**src/hw/rtl/swin_pkg.sv**
```systemverilog
package swin_pkg;

  // Item operation codes
  typedef enum logic [1:0] {
    OP_SEND    = 2'd0,
    OP_ACK     = 2'd1,
    OP_TIMEOUT = 2'd2
  } op_e;

  // Configuration register indexes
  typedef enum logic [1:0] {
    CFG_WINDOW_SIZE = 2'd0,
    CFG_DUP_LIMIT   = 2'd1
  } cfg_idx_e;

  // What the back end does with the packet store for one item
  typedef enum logic [1:0] {
    TX_NONE   = 2'd0,
    TX_NEW    = 2'd1,
    TX_RESEND = 2'd2
  } tx_kind_e;

  // Control flags handed from front to back through the queue
  typedef struct packed {
    logic     accepted;
    tx_kind_e tx_kind;
    logic     timer_stop;
    logic     timer_start;
  } swin_flags_t;

  localparam int FlagsW     = $bits(swin_flags_t);
  localparam int FifoDepth  = 2;
  localparam int WindowW    = 3;
  localparam int DupW       = 2;
  localparam int CfgIdxW    = 2;
  localparam int CfgDataW   = 3;

endpackage

```
**src/hw/rtl/swin_front.sv**
```systemverilog
module swin_front #(
  parameter int SEQ_SPACE    = 8,
  parameter int PAYLOAD_BITS = 64,
  parameter int SeqW         = (SEQ_SPACE > 1) ? $clog2(SEQ_SPACE) : 1
) (
  input  logic                            clk_i,
  input  logic                            rst_ni,
  // config
  input  logic                            cfg_valid_i,
  input  logic [swin_pkg::CfgIdxW-1:0]    cfg_index_i,
  input  logic [swin_pkg::CfgDataW-1:0]   cfg_data_i,
  // incoming items
  input  logic                            in_valid_i,
  input  logic [1:0]                      operation_i,
  input  logic [PAYLOAD_BITS-1:0]         payload_i,
  input  logic [SeqW-1:0]                 ack_number_i,
  input  logic                            ack_checksum_ok_i,
  input  logic                            in_fire_i,
  // classified command
  output logic                            push_o,
  output swin_pkg::swin_flags_t           flags_o,
  output logic [SeqW-1:0]                 tx_seq_o,
  output logic [SeqW-1:0]                 timer_seq_o,
  output logic [PAYLOAD_BITS-1:0]         payload_o
);

  localparam logic [SeqW:0] SpaceW = (SeqW + 1)'(SEQ_SPACE);

  logic [swin_pkg::WindowW-1:0] window_size_q;
  logic [swin_pkg::DupW-1:0]    dup_limit_q;
  logic [SeqW-1:0]              base_q, base_d;
  logic [SeqW-1:0]              next_q, next_d;
  logic [swin_pkg::DupW-1:0]    dup_q, dup_d;

  logic [swin_pkg::WindowW-1:0] win_eff;
  logic [swin_pkg::DupW-1:0]    lim_eff;
  logic [SeqW-1:0]              win_red;
  logic [SeqW:0]                end_sum;
  logic [SeqW-1:0]              end_seq;
  logic                         full, empty, in_win;
  logic [swin_pkg::DupW-1:0]    dup_inc;
  swin_pkg::swin_flags_t        flags;
  logic [SeqW-1:0]              tx_seq;

  // window size modulo the sequence space; at most seven subtract steps
  function automatic logic [SeqW-1:0] reduce_win(logic [swin_pkg::WindowW-1:0] w);
    logic [3:0] v;
    v = {1'b0, w};
    for (int k = 0; k < 8; k++) begin
      if (32'(v) >= SEQ_SPACE) begin
        v = v - 4'(SEQ_SPACE % 16);
      end
    end
    return SeqW'(v);
  endfunction

  function automatic logic [SeqW-1:0] seq_inc(logic [SeqW-1:0] x);
    logic [SeqW:0] s;
    s = {1'b0, x} + (SeqW + 1)'(1);
    if (s >= SpaceW) begin
      s = s - SpaceW;
    end
    return SeqW'(s);
  endfunction

  always_ff @(posedge clk_i or negedge rst_ni) begin
    if (!rst_ni) begin
      window_size_q <= swin_pkg::WindowW'(4);
      dup_limit_q   <= swin_pkg::DupW'(3);
    end else if (cfg_valid_i) begin
      unique case (swin_pkg::cfg_idx_e'(cfg_index_i))
        swin_pkg::CFG_WINDOW_SIZE: window_size_q <= cfg_data_i[swin_pkg::WindowW-1:0];
        swin_pkg::CFG_DUP_LIMIT:   dup_limit_q   <= cfg_data_i[swin_pkg::DupW-1:0];
        default: ;
      endcase
    end
  end

  always_comb begin
    win_eff = (window_size_q == '0) ? swin_pkg::WindowW'(1) : window_size_q;
    lim_eff = (dup_limit_q == '0) ? swin_pkg::DupW'(1) : dup_limit_q;
    win_red = reduce_win(win_eff);
    end_sum = {1'b0, base_q} + {1'b0, win_red};
    end_seq = (end_sum >= SpaceW) ? SeqW'(end_sum - SpaceW) : SeqW'(end_sum);
    full    = (end_seq == next_q);
    empty   = (base_q == next_q);
    if (end_seq > base_q) begin
      in_win = (ack_number_i >= base_q) && (ack_number_i < end_seq);
    end else if (end_seq < base_q) begin
      in_win = (ack_number_i >= base_q) || (ack_number_i < end_seq);
    end else begin
      in_win = 1'b0;
    end
    dup_inc = dup_q + swin_pkg::DupW'(1);
  end

  always_comb begin
    base_d = base_q;
    next_d = next_q;
    dup_d  = dup_q;
    flags  = '{accepted: 1'b0, tx_kind: swin_pkg::TX_NONE,
               timer_stop: 1'b0, timer_start: 1'b0};
    tx_seq = '0;
    unique case (operation_i)
      swin_pkg::OP_SEND: begin
        if (!full) begin
          flags.accepted    = 1'b1;
          flags.tx_kind     = swin_pkg::TX_NEW;
          flags.timer_start = empty;
          tx_seq            = next_q;
          next_d            = seq_inc(next_q);
        end
      end
      swin_pkg::OP_ACK: begin
        if (in_win && ack_checksum_ok_i) begin
          base_d            = seq_inc(ack_number_i);
          flags.timer_stop  = 1'b1;
          flags.timer_start = (base_d != next_q);
          dup_d             = '0;
        end else if (!in_win) begin
          dup_d = dup_inc;
          if (dup_inc == lim_eff) begin
            dup_d = '0;
            if (!empty) begin
              flags.timer_stop  = 1'b1;
              flags.timer_start = 1'b1;
              flags.tx_kind     = swin_pkg::TX_RESEND;
              tx_seq            = base_q;
            end
          end
        end
      end
      swin_pkg::OP_TIMEOUT: begin
        if (!empty) begin
          flags.timer_start = 1'b1;
          flags.tx_kind     = swin_pkg::TX_RESEND;
          tx_seq            = base_q;
        end
      end
      default: ;
    endcase
  end

  always_ff @(posedge clk_i or negedge rst_ni) begin
    if (!rst_ni) begin
      base_q <= '0;
      next_q <= '0;
      dup_q  <= '0;
    end else if (in_fire_i) begin
      base_q <= base_d;
      next_q <= next_d;
      dup_q  <= dup_d;
    end
  end

  assign push_o      = in_valid_i && in_fire_i;
  assign flags_o     = flags;
  assign tx_seq_o    = tx_seq;
  assign timer_seq_o = (flags.timer_stop || flags.timer_start) ? base_d : '0;
  assign payload_o   = payload_i;

  // a send that goes out always advances next_seq
  a_send_advances: assert property (@(posedge clk_i) disable iff (!rst_ni)
    (in_fire_i && flags.tx_kind == swin_pkg::TX_NEW) |=> (next_q != $past(next_q)))
    else $error("accepted send did not advance next_seq");

endmodule

```
**src/hw/rtl/swin_fifo.sv**
```systemverilog
module swin_fifo #(
  parameter int WIDTH = 8
) (
  input  logic             clk_i,
  input  logic             rst_ni,
  input  logic             push_i,
  input  logic [WIDTH-1:0] wdata_i,
  output logic             ready_o,
  input  logic             pop_i,
  output logic             valid_o,
  output logic [WIDTH-1:0] rdata_o
);

  localparam int Depth = swin_pkg::FifoDepth;
  localparam int PtrW  = (Depth > 1) ? $clog2(Depth) : 1;
  localparam int CntW  = $clog2(Depth + 1);

  logic [WIDTH-1:0] mem_q [Depth];
  logic [PtrW-1:0]  wr_q, rd_q;
  logic [CntW-1:0]  cnt_q;

  function automatic logic [PtrW-1:0] ptr_inc(logic [PtrW-1:0] p);
    return (32'(p) == Depth - 1) ? '0 : p + PtrW'(1);
  endfunction

  always_ff @(posedge clk_i) begin
    if (push_i) begin
      mem_q[wr_q] <= wdata_i;
    end
  end

  always_ff @(posedge clk_i or negedge rst_ni) begin
    if (!rst_ni) begin
      wr_q  <= '0;
      rd_q  <= '0;
      cnt_q <= '0;
    end else begin
      if (push_i) begin
        wr_q <= ptr_inc(wr_q);
      end
      if (pop_i) begin
        rd_q <= ptr_inc(rd_q);
      end
      if (push_i && !pop_i) begin
        cnt_q <= cnt_q + CntW'(1);
      end else if (pop_i && !push_i) begin
        cnt_q <= cnt_q - CntW'(1);
      end
    end
  end

  assign ready_o = (cnt_q != CntW'(Depth));
  assign valid_o = (cnt_q != '0);
  assign rdata_o = mem_q[rd_q];

  a_no_overfill: assert property (@(posedge clk_i) disable iff (!rst_ni)
    cnt_q <= CntW'(Depth))
    else $error("queue count beyond depth");

  a_no_pop_empty: assert property (@(posedge clk_i) disable iff (!rst_ni)
    pop_i |-> (cnt_q != '0))
    else $error("pop from empty queue");

endmodule

```
**src/hw/rtl/swin_back.sv**
```systemverilog
module swin_back #(
  parameter int SEQ_SPACE    = 8,
  parameter int PAYLOAD_BITS = 64,
  parameter int SeqW         = (SEQ_SPACE > 1) ? $clog2(SEQ_SPACE) : 1
) (
  input  logic                    clk_i,
  input  logic                    rst_ni,
  // from queue
  input  logic                    q_valid_i,
  input  swin_pkg::swin_flags_t   flags_i,
  input  logic [SeqW-1:0]         tx_seq_i,
  input  logic [SeqW-1:0]         timer_seq_i,
  input  logic [PAYLOAD_BITS-1:0] payload_i,
  output logic                    pop_o,
  // result channel
  output logic                    out_valid_o,
  input  logic                    out_ready_i,
  output logic                    accepted_o,
  output logic                    tx_valid_o,
  output logic [SeqW-1:0]         tx_seq_o,
  output logic [PAYLOAD_BITS-1:0] tx_payload_o,
  output logic                    timer_stop_o,
  output logic                    timer_start_o,
  output logic [SeqW-1:0]         timer_seq_o
);

  logic [PAYLOAD_BITS-1:0] store_q [SEQ_SPACE];
  logic [PAYLOAD_BITS-1:0] payload_q;
  logic                    valid_q;
  swin_pkg::swin_flags_t   flags_q;
  logic [SeqW-1:0]         seq_q, tseq_q;

  assign pop_o = q_valid_i && (!valid_q || out_ready_i);

  // packet store and payload stage, no reset
  always_ff @(posedge clk_i) begin
    if (pop_o) begin
      case (flags_i.tx_kind)
        swin_pkg::TX_NEW: begin
          store_q[tx_seq_i] <= payload_i;
          payload_q         <= payload_i;
        end
        swin_pkg::TX_RESEND: payload_q <= store_q[tx_seq_i];
        default:             payload_q <= '0;
      endcase
    end
  end

  always_ff @(posedge clk_i or negedge rst_ni) begin
    if (!rst_ni) begin
      valid_q <= 1'b0;
      flags_q <= '{accepted: 1'b0, tx_kind: swin_pkg::TX_NONE,
                   timer_stop: 1'b0, timer_start: 1'b0};
      seq_q   <= '0;
      tseq_q  <= '0;
    end else if (pop_o) begin
      valid_q <= 1'b1;
      flags_q <= flags_i;
      seq_q   <= tx_seq_i;
      tseq_q  <= timer_seq_i;
    end else if (out_ready_i) begin
      valid_q <= 1'b0;
    end
  end

  assign out_valid_o   = valid_q;
  assign accepted_o    = flags_q.accepted;
  assign tx_valid_o    = (flags_q.tx_kind != swin_pkg::TX_NONE);
  assign tx_seq_o      = seq_q;
  assign tx_payload_o  = payload_q;
  assign timer_stop_o  = flags_q.timer_stop;
  assign timer_start_o = flags_q.timer_start;
  assign timer_seq_o   = tseq_q;

  a_idle_tx_zero: assert property (@(posedge clk_i) disable iff (!rst_ni)
    (valid_q && !tx_valid_o) |-> (seq_q == '0 && payload_q == '0))
    else $error("no packet sent but tx fields not zero");

  a_accept_is_new: assert property (@(posedge clk_i) disable iff (!rst_ni)
    (valid_q && flags_q.accepted) |-> (flags_q.tx_kind == swin_pkg::TX_NEW))
    else $error("accepted send without new transmission");

endmodule

```
**src/hw/rtl/sliding_window_sender.sv**
```systemverilog
// Channel  | handshake                  | payload
// ---------+----------------------------+--------------------------------------------
// cfg      | cfg_valid_i / cfg_ready_o  | cfg_index_i, cfg_data_i
// in       | in_valid_i / in_ready_o    | operation_i, payload_i, ack_number_i,
//          |                            | ack_checksum_ok_i
// out      | out_valid_o / out_ready_i  | accepted_o, tx_valid_o, tx_seq_o, tx_payload_o,
//          |                            | timer_stop_o, timer_start_o, timer_seq_o
//
// One item per cycle sustained unless the output stalls. A result is valid after its
//   input item is accepted and passes the queue entry, then the output register that
//   takes the packet store read.
// in_ready_o drops only when the 2-entry queue is full (output stalled).
// Reset: window_size 4, dup_ack_limit 3, base/next_seq/dup count 0. The packet store
//   is not cleared; config is always ready.
module sliding_window_sender #(
  parameter int SEQ_SPACE    = 8,
  parameter int PAYLOAD_BITS = 64,
  localparam int SeqW        = (SEQ_SPACE > 1) ? $clog2(SEQ_SPACE) : 1
) (
  input  logic                          clk_i,
  input  logic                          rst_ni,
  // configuration writes
  input  logic                          cfg_valid_i,
  output logic                          cfg_ready_o,
  input  logic [swin_pkg::CfgIdxW-1:0]  cfg_index_i,
  input  logic [swin_pkg::CfgDataW-1:0] cfg_data_i,
  // event items
  input  logic                          in_valid_i,
  output logic                          in_ready_o,
  input  logic [1:0]                    operation_i,
  input  logic [PAYLOAD_BITS-1:0]       payload_i,
  input  logic [SeqW-1:0]               ack_number_i,
  input  logic                          ack_checksum_ok_i,
  // result items
  output logic                          out_valid_o,
  input  logic                          out_ready_i,
  output logic                          accepted_o,
  output logic                          tx_valid_o,
  output logic [SeqW-1:0]               tx_seq_o,
  output logic [PAYLOAD_BITS-1:0]       tx_payload_o,
  output logic                          timer_stop_o,
  output logic                          timer_start_o,
  output logic [SeqW-1:0]               timer_seq_o
);

  // queue entry: flags, tx seq, timer seq, payload
  localparam int EntryW = swin_pkg::FlagsW + 2 * SeqW + PAYLOAD_BITS;

  logic                    in_fire;
  logic                    q_ready, q_valid, push, pop;
  swin_pkg::swin_flags_t   f_flags, b_flags;
  logic [SeqW-1:0]         f_seq, f_tseq, b_seq, b_tseq;
  logic [PAYLOAD_BITS-1:0] f_payload, b_payload;
  logic [EntryW-1:0]       q_wdata, q_rdata;

  // config is taken any cycle; the user must write it only while idle (not enforced)
  assign cfg_ready_o = 1'b1;

  // front end accepts whenever the queue has room, independent of the output side
  assign in_ready_o = q_ready;
  assign in_fire    = in_valid_i && q_ready;

  // front: window bookkeeping and item classification
  swin_front #(
    .SEQ_SPACE    (SEQ_SPACE),
    .PAYLOAD_BITS (PAYLOAD_BITS),
    .SeqW         (SeqW)
  ) u_front (
    .clk_i             (clk_i),
    .rst_ni            (rst_ni),
    .cfg_valid_i       (cfg_valid_i),
    .cfg_index_i       (cfg_index_i),
    .cfg_data_i        (cfg_data_i),
    .in_valid_i        (in_valid_i),
    .operation_i       (operation_i),
    .payload_i         (payload_i),
    .ack_number_i      (ack_number_i),
    .ack_checksum_ok_i (ack_checksum_ok_i),
    .in_fire_i         (in_fire),
    .push_o            (push),
    .flags_o           (f_flags),
    .tx_seq_o          (f_seq),
    .timer_seq_o       (f_tseq),
    .payload_o         (f_payload)
  );

  assign q_wdata = {f_flags, f_seq, f_tseq, f_payload};

  // short queue decoupling classification from the store access
  swin_fifo #(
    .WIDTH (EntryW)
  ) u_fifo (
    .clk_i   (clk_i),
    .rst_ni  (rst_ni),
    .push_i  (push),
    .wdata_i (q_wdata),
    .ready_o (q_ready),
    .pop_i   (pop),
    .valid_o (q_valid),
    .rdata_o (q_rdata)
  );

  assign {b_flags, b_seq, b_tseq, b_payload} = q_rdata;

  // back: packet store write / resend read and the result register
  swin_back #(
    .SEQ_SPACE    (SEQ_SPACE),
    .PAYLOAD_BITS (PAYLOAD_BITS),
    .SeqW         (SeqW)
  ) u_back (
    .clk_i         (clk_i),
    .rst_ni        (rst_ni),
    .q_valid_i     (q_valid),
    .flags_i       (b_flags),
    .tx_seq_i      (b_seq),
    .timer_seq_i   (b_tseq),
    .payload_i     (b_payload),
    .pop_o         (pop),
    .out_valid_o   (out_valid_o),
    .out_ready_i   (out_ready_i),
    .accepted_o    (accepted_o),
    .tx_valid_o    (tx_valid_o),
    .tx_seq_o      (tx_seq_o),
    .tx_payload_o  (tx_payload_o),
    .timer_stop_o  (timer_stop_o),
    .timer_start_o (timer_start_o),
    .timer_seq_o   (timer_seq_o)
  );

endmodule

```
**config.mk**
```make
export PLATFORM = sky130hd
export DESIGN_NAME = sliding_window_sender
export DESIGN_NICKNAME = d
export VERILOG_FILES = /design/src/hw/rtl/swin_pkg.sv /design/src/hw/rtl/swin_front.sv /design/src/hw/rtl/swin_fifo.sv /design/src/hw/rtl/swin_back.sv /design/src/hw/rtl/sliding_window_sender.sv
export SDC_FILE = /design/constraint.sdc
export NUM_CORES = 1
export LEC_CHECK = 0
export BUFFER_PORTS_ARGS = -buffer_cell sky130_fd_sc_hd__buf_2
export CELL_PAD_IN_SITES_DETAIL_PLACEMENT = 1
export CELL_PAD_IN_SITES_GLOBAL_PLACEMENT = 1
export CORE_MARGIN = 3
export CORE_UTILIZATION = 35
export CTS_CLUSTER_SIZE = 14
export DETAILED_ROUTE_END_ITERATION = 6
export GPL_ROUTABILITY_DRIVEN = 0
export PLACE_DENSITY_LB_ADDON = 0.1
export SLEW_MARGIN = 20
export SYNTH_ARGS = -nofsm -noshare
export SYNTH_HDL_FRONTEND = slang
export SYNTH_HIERARCHICAL = 1
export SYNTH_SLANG_ARGS = --single-unit
```
**constraint.sdc**
```tcl
create_clock -name clk_i -period 6.3 [get_ports clk_i]
set_input_delay 1.26 -clock clk_i [delete_from_list [all_inputs] [get_ports clk_i]]
set_output_delay 1.26 -clock clk_i [all_outputs]
set_load 0.1 [all_outputs]
```
==> results_dict.tcl, run 1 <==
set metrics [dict create \
    synth_seq_cells 755 \
    synth_flop_cell "edfxtp_1" \
    finalCriticalPeriod_ps 4340 \
    ctsHoldBuffers 0 \
    drtIter0Drc 1028 \
    yosys_warnings 6 \
    synth_edf_count 726 \
    synth_most_common_cell "edfxtp_1" \
    first_global_vias 17700 \
    nets 2003 \
    clkLatencyLatePin_ps 630 \
    wl_mm 80.6 \
    synth_cells 1807 \
    synth-async-reset-ratio_pct 3.84 \
    synth_top_area_share_pct 71.3 \
    critPathMaxFanout 46 \
    yosysSeqAreaShare_pct 73.7 \
    ios 157 \
    finalSetupViolCount 0 \
    drcViolationCount 0 \
    status "complete, no violations" \
    drv_cap 0 \
    fin_crit_sh_pct 68.9 \
    die-area_um2 90900 \
    crit_path_start_kind "flip-flop" \
    clkPwrFrac_pct 26.5 \
    rows 107 \
    io_buffers 155 \
    coreArea_um2 85900 \
    seq_power_share_pct 38.7 \
    ys_types 58 \
    hold_viol_final 0 \
    die_width_um 302 \
    cp-end-kind "flip-flop" \
    syn_avg_cell_area_um2 16.9 \
    tightestPinTransition_ps 1150 \
    p_comb_share_pct 34.8 \
    numCtsBuffers 86 \
    p_int_mw 10.9 \
    clock_skew_ps 20.2 \
    min_path_type "flip-flop to flip-flop" \
    ir_drop_v 0.000476 \
    routedWlPerCell_um 25.8 \
    cts_setup_buffers 0 \
    utilization_pct 40.6 \
    syn_to_final_growth_pct 14.1 \
    swShare_pct 39.0 \
    track_usage_pct 17.6 \
    setup-tns-final_ps 0 \
    grt_start_max_net_pins 89 \
    cts_tree "yes" \
    yosysTopAreaCell "edfxtp_1" \
    die_h_um 302 \
    clk_pin_slew_worst_paths_ps 60 \
    clk_path_buf_depth 3 \
    cts_root_buf "clkbuf_16" \
    num_vias 16600 \
    drtPass1Iterations 4 \
    synth_area_leaders "edfxtp_1, mux2i_1, dfrtp_1" \
    slew_viol_final 0 \
    netlist_area_um2 30600 \
    grt_overflow 0 \
    slew_headroom_pct 23.2 \
    via_per_inst 5.31 \
    antenna_found_initial 2 \
    htreeDepth 3 \
    fin_ws_ps 1960 \
    critPathKind "flip-flop to flip-flop" \
    layout-drive-gt1-share_pct 23.1 \
    ys_top_cells_by_count "edfxtp_1, mux2i_1, buf_4" \
    clock-sinks 755 \
    crit_arrival_ps 4760 \
    max_freq_ghz 0.230 \
    syn-num-nets 1901 \
    final_antenna_net_count 0 \
    initial_core_util_pct 35.6 \
    place_hpwl_mm 44.4 \
    power_density_nw_per_um2 512 \
    dp_slack_ps 1920 \
    leakage_nw 11.7 \
    cts_resized 0 \
    grt_first_pass_wirelength_mm 119 \
    num_antenna_cells 0 \
    switching_power_mw 6.95 \
    worstPathRequired_ps 6720 \
    rsz0062_at_grt "false" \
]
power groups by stage:
stage	sequential (mW)	clock, mW	combinational [mW]
after floorplan	8.49	0	3.03
after global placement	7.04	0	6.18
after detailed placement	7.04	0	6.28
after CTS	6.94	4.88	6.30
after global routing	6.98	5.09	6.64
final	6.91	4.73	6.20
final timing paths:
path / cells past startpoint / endpoint / startpoint / slack [ps]
worst max-delay path: 7 / u_back/tx_payload_o[9]$_DFFE_PP_ / u_fifo/rd_q$_DFFE_PN0P_ / 1960
worst min-delay path: 1 / u_fifo/cnt_q[1]$_DFFE_PN0P_ / u_fifo/cnt_q[1]$_DFFE_PN0P_ / 490
worst max register to register: 7 / u_back/tx_payload_o[9]$_DFFE_PP_ / u_fifo/rd_q$_DFFE_PN0P_ / 1960
worst min register to register: 1 / u_fifo/cnt_q[1]$_DFFE_PN0P_ / u_fifo/cnt_q[1]$_DFFE_PN0P_ / 490
max in group asynchronous: 1 / u_fifo/rd_q$_DFFE_PN0P_ / rst_ni / 5060
min in group asynchronous: 1 / u_front/window_size_q[0]$_DFFE_PN0P_ / rst_ni / 690
per-stage QoR:
step / std cells / area [µm²] / hold slack [ps] / total power, mW
6_report: 3120 / 34900 / 492 / 17.8
5_1_grt: 3120 / 34900 / 530 / 18.7
4_1_cts: 3120 / 34900 / 493 / 18.1
3_5_place_dp: 2965 / 32200 / 479 / 13.3
3_3_place_gp: 2963 / 32200 / 462 / 13.2
2_1_floorplan: 1807 / 30600 / 442 / 11.5
cell families after synthesis:
kind of cell	count (synthesis)	synth area share, %
DFF	755	73.7
AOI/OAI and AO/OA	355	8.87
and+or+nand+nor	252	4.43
muxes	225	8.25
buffers and inverters	186	3.57
xor gates and xnor gates	19	0.589
adders and majority gates	14	0.597
other	1	0.0123
registers in the layout (all words and copies together), names as in the netlist, 2 cells and up:
| signal | cells |
|---|---|
| u_back/store_q | 512 |
| u_fifo/mem_q | 150 |
| u_back/tx_payload_o | 64 |
| u_back/timer_seq_o | 3 |
| u_back/tx_seq_o | 3 |
| u_front/base_q | 3 |
| u_front/next_q | 3 |
| u_front/window_size_q | 3 |
| u_back/flags_q | 2 |
| u_fifo/cnt_q | 2 |
| u_front/dup_limit_q | 2 |
| u_front/dup_q | 2 |
cells in the final DEF (no fill, tap or decap), types with 15 or more instances in the layout:
cell type	synthesis	layout
mux2i_1	128	128
clkbuf_1	45	20
buf_2	41	155
or2_0	27	27
clkinv_1	0	20
edfxtp_1	726	726
mux2_4	40	41
o2bb2ai_1	49	49
nand2_1	26	26
a221oi_1	61	61
a311oi_1	57	57
buf_4	79	27
a22oi_1	63	63
or2_2	30	30
a21oi_1	70	70
nor2_1	69	62
dfrtp_1	26	25
nand2b_1	50	50
mux2_2	57	54
a21o_1	15	15
clkbuf_16	0	86
worst max-delay path, stage by stage (launching register included):
cell	delay (ps)
dfrtp_4	840
mux2_4	710
buf_4	500
nor2b_4	480
buf_4	700
a22oi_1	180
or2_2	330
a311oi_1	290
layer usage:
metal	part of all wire (%)	wire [µm]	track usage, %
met5	0	0	0
met4	2.0	1600	3.95
met3	4.1	3310	3.03
met2	49	39400	29.6
met1	45	36300	23.9
final cells by class:
type	instances	area (µm²)
Fill cell	8474	51100
Sequential cell	755	22500
Multi-Input combinational cell	866	7120
Clock buffer	108	2250
Tap cell	1144	1430
Timing Repair Buffer	188	1100
Clock inverter	47	399
Inverter	12	47.5
(Power assumes the default switching activity.)
==> run 2: changes to the inputs <==
Settings changed: ABC_AREA from default to 1.
Clock period 6.3 ns to 4.3 ns, I/O delays scaled along.
==> run 2 against run 1 <==
Wire length is 4.3% higher. Highest routed layer is now met5. Critical path type unchanged. Synthesized cell count is 55% higher. Fmax is 34% higher. Critical path depth is 9 higher. First-iteration DRC count is 6.0% higher.
==> results_dict.tcl, run 2 <==
set metrics [dict create \
    drcViolationCount 0 \
    ys_top_cells_by_count "nand2_1, edfxtp_1, buf_4" \
    yosys_warnings 6 \
    crit_path_top_delay_cell "dfstp_2" \
    grt_start_max_net_pins 108 \
    fin_ws_ps 1070 \
    track_usage_pct 17.8 \
    clock_skew_ps 17.7 \
    tightestPinTransition_ps 1000 \
    critPathKind "flip-flop to flip-flop" \
    critical_path.top_delay_family "adder cells" \
    synth_edf_count 726 \
    dp_slack_ps 1100 \
    io_buffers 155 \
    status "complete, no violations" \
    first_global_vias 21500 \
    worstPathRequired_ps 4640 \
    finalCriticalPeriod_ps 3230 \
    drtIter0Drc 1090 \
    final_common_cell "nand2_1" \
    setup-tns-final_ps 0 \
    synth_most_common_cell "nand2_1" \
    synth_cells 2808 \
    rsz0062_at_grt "false" \
    reg2reg_from "u_front/window_size_q[2]$_DFFE_PN1P_" \
    path_buf_inv 2 \
    syn-num-nets 2902 \
    die-area_um2 95000 \
    coreArea_um2 90300 \
    clk_pin_slew_worst_paths_ps 60 \
    syn_avg_cell_area_um2 11.4 \
    ios 157 \
    synth_area_leaders "edfxtp_1, nand2_1, dfrtp_1" \
    num_antenna_cells 0 \
    place_area_um2 33700 \
    netlist_area_um2 32000 \
    nets 2996 \
    cts_resized 0 \
    clkLatencyLatePin_ps 620 \
    cts_root_buf "clkbuf_16" \
    htreeDepth 3 \
    layout-drive-gt1-share_pct 15.3 \
    clk_path_buf_depth 3 \
    ctsHoldBuffers 0 \
    min_path_type "primary input to async pin" \
    via_per_inst 4.78 \
    power_density_nw_per_um2 756 \
    ys_types 41 \
    slowest_delay_ps 550 \
    cts_tree "yes" \
    hold_viol_final 0 \
    cts_setup_buffers 0 \
    slew_headroom_pct 33.3 \
    largest_reg_flops 512 \
    routedWlPerCell_um 20.2 \
    crit_arrival_ps 3570 \
    rows 110 \
    cp-end-kind "flip-flop" \
    yosysSeqAreaShare_pct 70.5 \
    largest-register "u_back/store_q" \
    drtPass1Iterations 5 \
    syn_to_final_growth_pct 14.6 \
    fin_crit_sh_pct 75.1 \
    final_antenna_net_count 0 \
    wl_mm 84.1 \
    drv_cap 0 \
    slew_viol_final 0 \
    num_vias 19800 \
    place_hpwl_mm 47.4 \
    die_h_um 308 \
    synth_flop_cell "edfxtp_1" \
    grt_overflow 0 \
    cp_common_cell "nand2_1" \
    clock-sinks 755 \
    die_width_um 308 \
    leakage_nw 14.8 \
    synth-async-reset-ratio_pct 3.84 \
    max_freq_ghz 0.310 \
    critPathMaxFanout 4 \
    synth_seq_cells 755 \
    initial_core_util_pct 35.4 \
    finalInstanceArea_um2 36600 \
    crit_chain "o21bai_1 > ha_1 > fa_1 > inv_1 > nand3_2 > nand2_2 > inv_1 > ha_1 > nand2_1 > nand2_1 > a21oi_1 > nand2_1 > nand2_1 > nand2_1 > a21boi_1 > o22ai_1" \
    finalSetupViolCount 0 \
    grt_first_pass_wirelength_mm 130 \
    whs_ps 309 \
    fillers 9615 \
    crit_start "u_front/window_size_q[2]$_DFFE_PN1P_" \
    numCtsBuffers 89 \
    ir_drop_v 0.000686 \
    antenna_found_initial 2 \
    final_cell_mix "nand2_1, edfxtp_1, buf_2" \
    crit_path_start_kind "flip-flop" \
    synth_top_area_share_pct 68.2 \
    yosysTopAreaCell "edfxtp_1" \
]
## run 2: cell types whose count changed after synthesis, sizes merged, moves of 57 or more
| cell | delta |
|---|---|
| nand2 | +1537 |
| a221oi | -61 |
| mux2i | -128 |
| or2 | -68 |
| a311oi | -57 |
| a22oi | -63 |
## run 2: where the power goes
part	leakage, nW	switching [mW]	internal [mW]
clock network	1.45	2.96	4.60
registers	6.99	0.361	9.68
logic	6.37	7.88	2.21
total	14.8	11.2	16.5
## run 2: metal layers
metal	track usage (%)	wire, µm	vias to the layer above
met5	0	7	-
met4	4.41	1550	2
met3	2.77	3020	100
met1	23.8	38500	10000
li1	-	-	9440
met2	30.4	41000	276
## run 2: layout make-up
class                           count  area [µm²]  share of cell area (%)
Timing Repair Buffer              200        1340                    3.66
Multi-Input combinational cell   1805        8100                    22.1
Sequential cell                   755       22500                    61.5
Tap cell                         1176        1470                    4.02
Inverter                           51         213                   0.581
Clock buffer                      106        2420                    6.60
Clock inverter                     59         547                    1.49
## run 2: final timing paths
kind / slack, ps / to / depth (start not counted)
min: 310 / u_back/timer_seq_o[2]$_DFFE_PN0P_ / 1
min in group clk_i: 420 / u_fifo/mem_q[1][39]$_DFFE_PP_ / 1
min reg2reg: 490 / u_fifo/cnt_q[0]$_DFFE_PN0P_ / 1
max reg2reg: 1070 / u_fifo/mem_q[1][67]$_DFFE_PP_ / 16
max in group asynchronous: 3420 / u_fifo/rd_q$_DFFE_PN0P_ / 1
max: 1070 / u_fifo/mem_q[1][67]$_DFFE_PP_ / 16
## run 2: logic make-up after synthesis
| group | after synthesis | synth area share [%] |
|---|---|---|
| and+or+nand+nor | 1611 | 19.3 |
| DFF | 755 | 70.5 |
| buffers and inverters | 248 | 4.70 |
| AOI/OAI and AO/OA | 93 | 1.49 |
| muxes | 75 | 3.11 |
| adders and majority gates | 14 | 0.571 |
| xor gates and xnor gates | 11 | 0.301 |
| other | 1 | 0.0117 |
## run 2: stage by stage
stage	std cells	power, mW	util, %
floorplan	2808	17.7	-
global placement	3987	20.3	37.3
detailed placement	3987	20.5	37.3
CTS	4152	28.2	40.6
global route	4152	29.4	40.6
finish	4152	27.7	40.6
==> run 3: changes to the inputs <==
Clock period 4.3 ns to 3.2 ns, I/O delays scaled along.
==> run 3 against run 2 <==
Non-clock buffer count is 22 higher. Total power grew 33%. Clock power grew 26%. Clock skew rose by 11 ps. Final cell count increased by 0.41%. First-iteration DRC count grew 2.9%. Clock-buffer cell count down 4. Setup slack got worse by 880 ps. Fmax is 7.1% higher. Wire length fell by 0.15%. Combinational power up 38%.
==> results_dict.tcl, run 3 (synthesis results as in run 2) <==
set metrics [dict create \
    finalInstanceArea_um2 36800 \
    critPathMaxFanout 4 \
    first_global_vias 21600 \
    initial_core_util_pct 35.4 \
    cts_tree "yes" \
    num_antenna_cells 0 \
    routedWlPerCell_um 20.1 \
    hold_viol_final 0 \
    die_h_um 308 \
    finalSetupViolCount 0 \
    place_area_um2 34000 \
    io_buffers 155 \
    via_per_inst 4.80 \
    ir_drop_v 0.000745 \
    drtPass1Iterations 5 \
    crit_path_start_kind "flip-flop" \
    largest-register "u_back/store_q" \
    layout-drive-gt1-share_pct 15.9 \
    die-area_um2 95000 \
    clock_skew_ps 28.5 \
    grt_start_max_net_pins 79 \
    htreeDepth 3 \
    die_width_um 308 \
    min_path_type "primary input to async pin" \
    track_usage_pct 17.7 \
    place_hpwl_mm 48.4 \
    final_cell_mix "nand2_1, edfxtp_1, buf_2" \
    drv_cap 0 \
    clk_path_buf_depth 3 \
    drtIter0Drc 1122 \
    final_common_cell "nand2_1" \
    clock-sinks 755 \
    cp-end-kind "flip-flop" \
    max_freq_ghz 0.332 \
    syn_to_final_growth_pct 15.0 \
    fin_crit_sh_pct 94.2 \
    leakage_nw 14.8 \
    antenna_found_initial 2 \
    critPathKind "flip-flop to flip-flop" \
    rows 110 \
    numCtsBuffers 87 \
    largest_reg_flops 512 \
    tightestPinTransition_ps 795 \
    grt_overflow 0 \
    setup-tns-final_ps 0 \
    wl_mm 83.9 \
    num_vias 20000 \
    grt_first_pass_wirelength_mm 129 \
    slew_headroom_pct 47.0 \
    clkLatencyLatePin_ps 640 \
    status "complete, no violations" \
    drcViolationCount 0 \
    finalCriticalPeriod_ps 3020 \
    coreArea_um2 90300 \
    clk_pin_slew_worst_paths_ps 60 \
    slew_viol_final 0 \
    nets 3016 \
    final_antenna_net_count 0 \
    ios 157 \
    power_density_nw_per_um2 1000 \
    ctsHoldBuffers 0 \
    cts_root_buf "clkbuf_16" \
    crit_arrival_ps 3410 \
    worstPathRequired_ps 3590 \
]
[run 3: cell types whose count changed in the layout (fill, tap and decap cells not counted), sizes merged]
cell	change
clkbuf	-4
inv	+2
buf	+22
bufinv	-4
clkinv	+1
[run 3: area by class of cell]
class                           count  area (µm²)
Clock inverter                     58         443
Fill cell                        9746       53500
Tap cell                         1176        1470
Timing Repair Buffer              222        1670
Sequential cell                   755       22500
Multi-Input combinational cell   1805        8150
Inverter                           51         230
Clock buffer                      102        2280
[run 3: report_power, final]
| group | leakage (nW) | switching [mW] | internal [mW] | total, mW |
|---|---|---|---|---|
| Sequential | 6.99 | 0.437 | 13.0 | 13.4 |
| Combinational | 6.51 | 10.7 | 3.16 | 13.9 |
| Clock | 1.34 | 3.98 | 5.56 | 9.54 |
| Total | 14.8 | 15.1 | 21.7 | 36.9 |
[run 3: stage by stage]
step,hold WS [ps],util [%],worst slack (ps),power [mW],cells
after floorplan,344,-,-694,23.9,2808
after global placement,465,37.7,70.2,27.4,4004
after detailed placement,477,37.7,61.5,27.6,4004
after CTS,55.8,40.7,46.8,37.3,4164
after global routing,115,40.7,-64.7,39.0,4169
final,73.7,40.7,185,36.9,4169
[run 3: timing repair]
item                       CTS  global route
setup endpoints to repair    0            21
buffers inserted             0             5
resized for setup            0             7
[run 3: final timing paths]
| kind | start | to | slack (ps) | depth (start not counted) |
|---|---|---|---|---|
| max reg2reg | u_front/window_size_q[2]$_DFFE_PN1P_ | u_fifo/mem_q[0][66]$_DFFE_PP_ | 180 | 20 |
| min reg2reg | u_back/flags_q[3]$_DFFE_PN0P_ | u_back/flags_q[3]$_DFFE_PN0P_ | 490 | 2 |
| max | u_front/window_size_q[2]$_DFFE_PN1P_ | u_fifo/mem_q[0][66]$_DFFE_PP_ | 180 | 20 |
| min | rst_ni | u_back/timer_start_o$_DFFE_PN0P_ | 70 | 1 |
| max in group asynchronous | rst_ni | u_fifo/rd_q$_DFFE_PN0P_ | 2570 | 1 |
| min in group clk_i | payload_i[63] | u_fifo/mem_q[0][63]$_DFFE_PP_ | 190 | 1 |
[run 3: layer usage]
layer / GRT usage, % / vias to the layer above / share of wire [%]
li1: - / 9471 / -
met1: 23.4 / 10100 / 46
met2: 30.6 / 307 / 49
met3: 2.69 / 100 / 3.5
met4: 4.64 / 2 / 1.8
met5: 0 / - / 0.015
[run 3: worst max-delay path, stage by stage, from the launching register on]
cell and delay (ps):
dfstp_2 530, o21bai_1 70, ha_2 190, fa_2 350, inv_2 60, nand3_2 100, nand2_2 110, inv_1 50
ha_1 290, nand2_1 100, inv_2 50, a21oi_1 120, nand2_1 80, nand2_2 110, nand2_2 90, nand2_1 90
nand2_2 90, nand2_2 120, nand3_4 80, nand2_1 60, inv_1 50
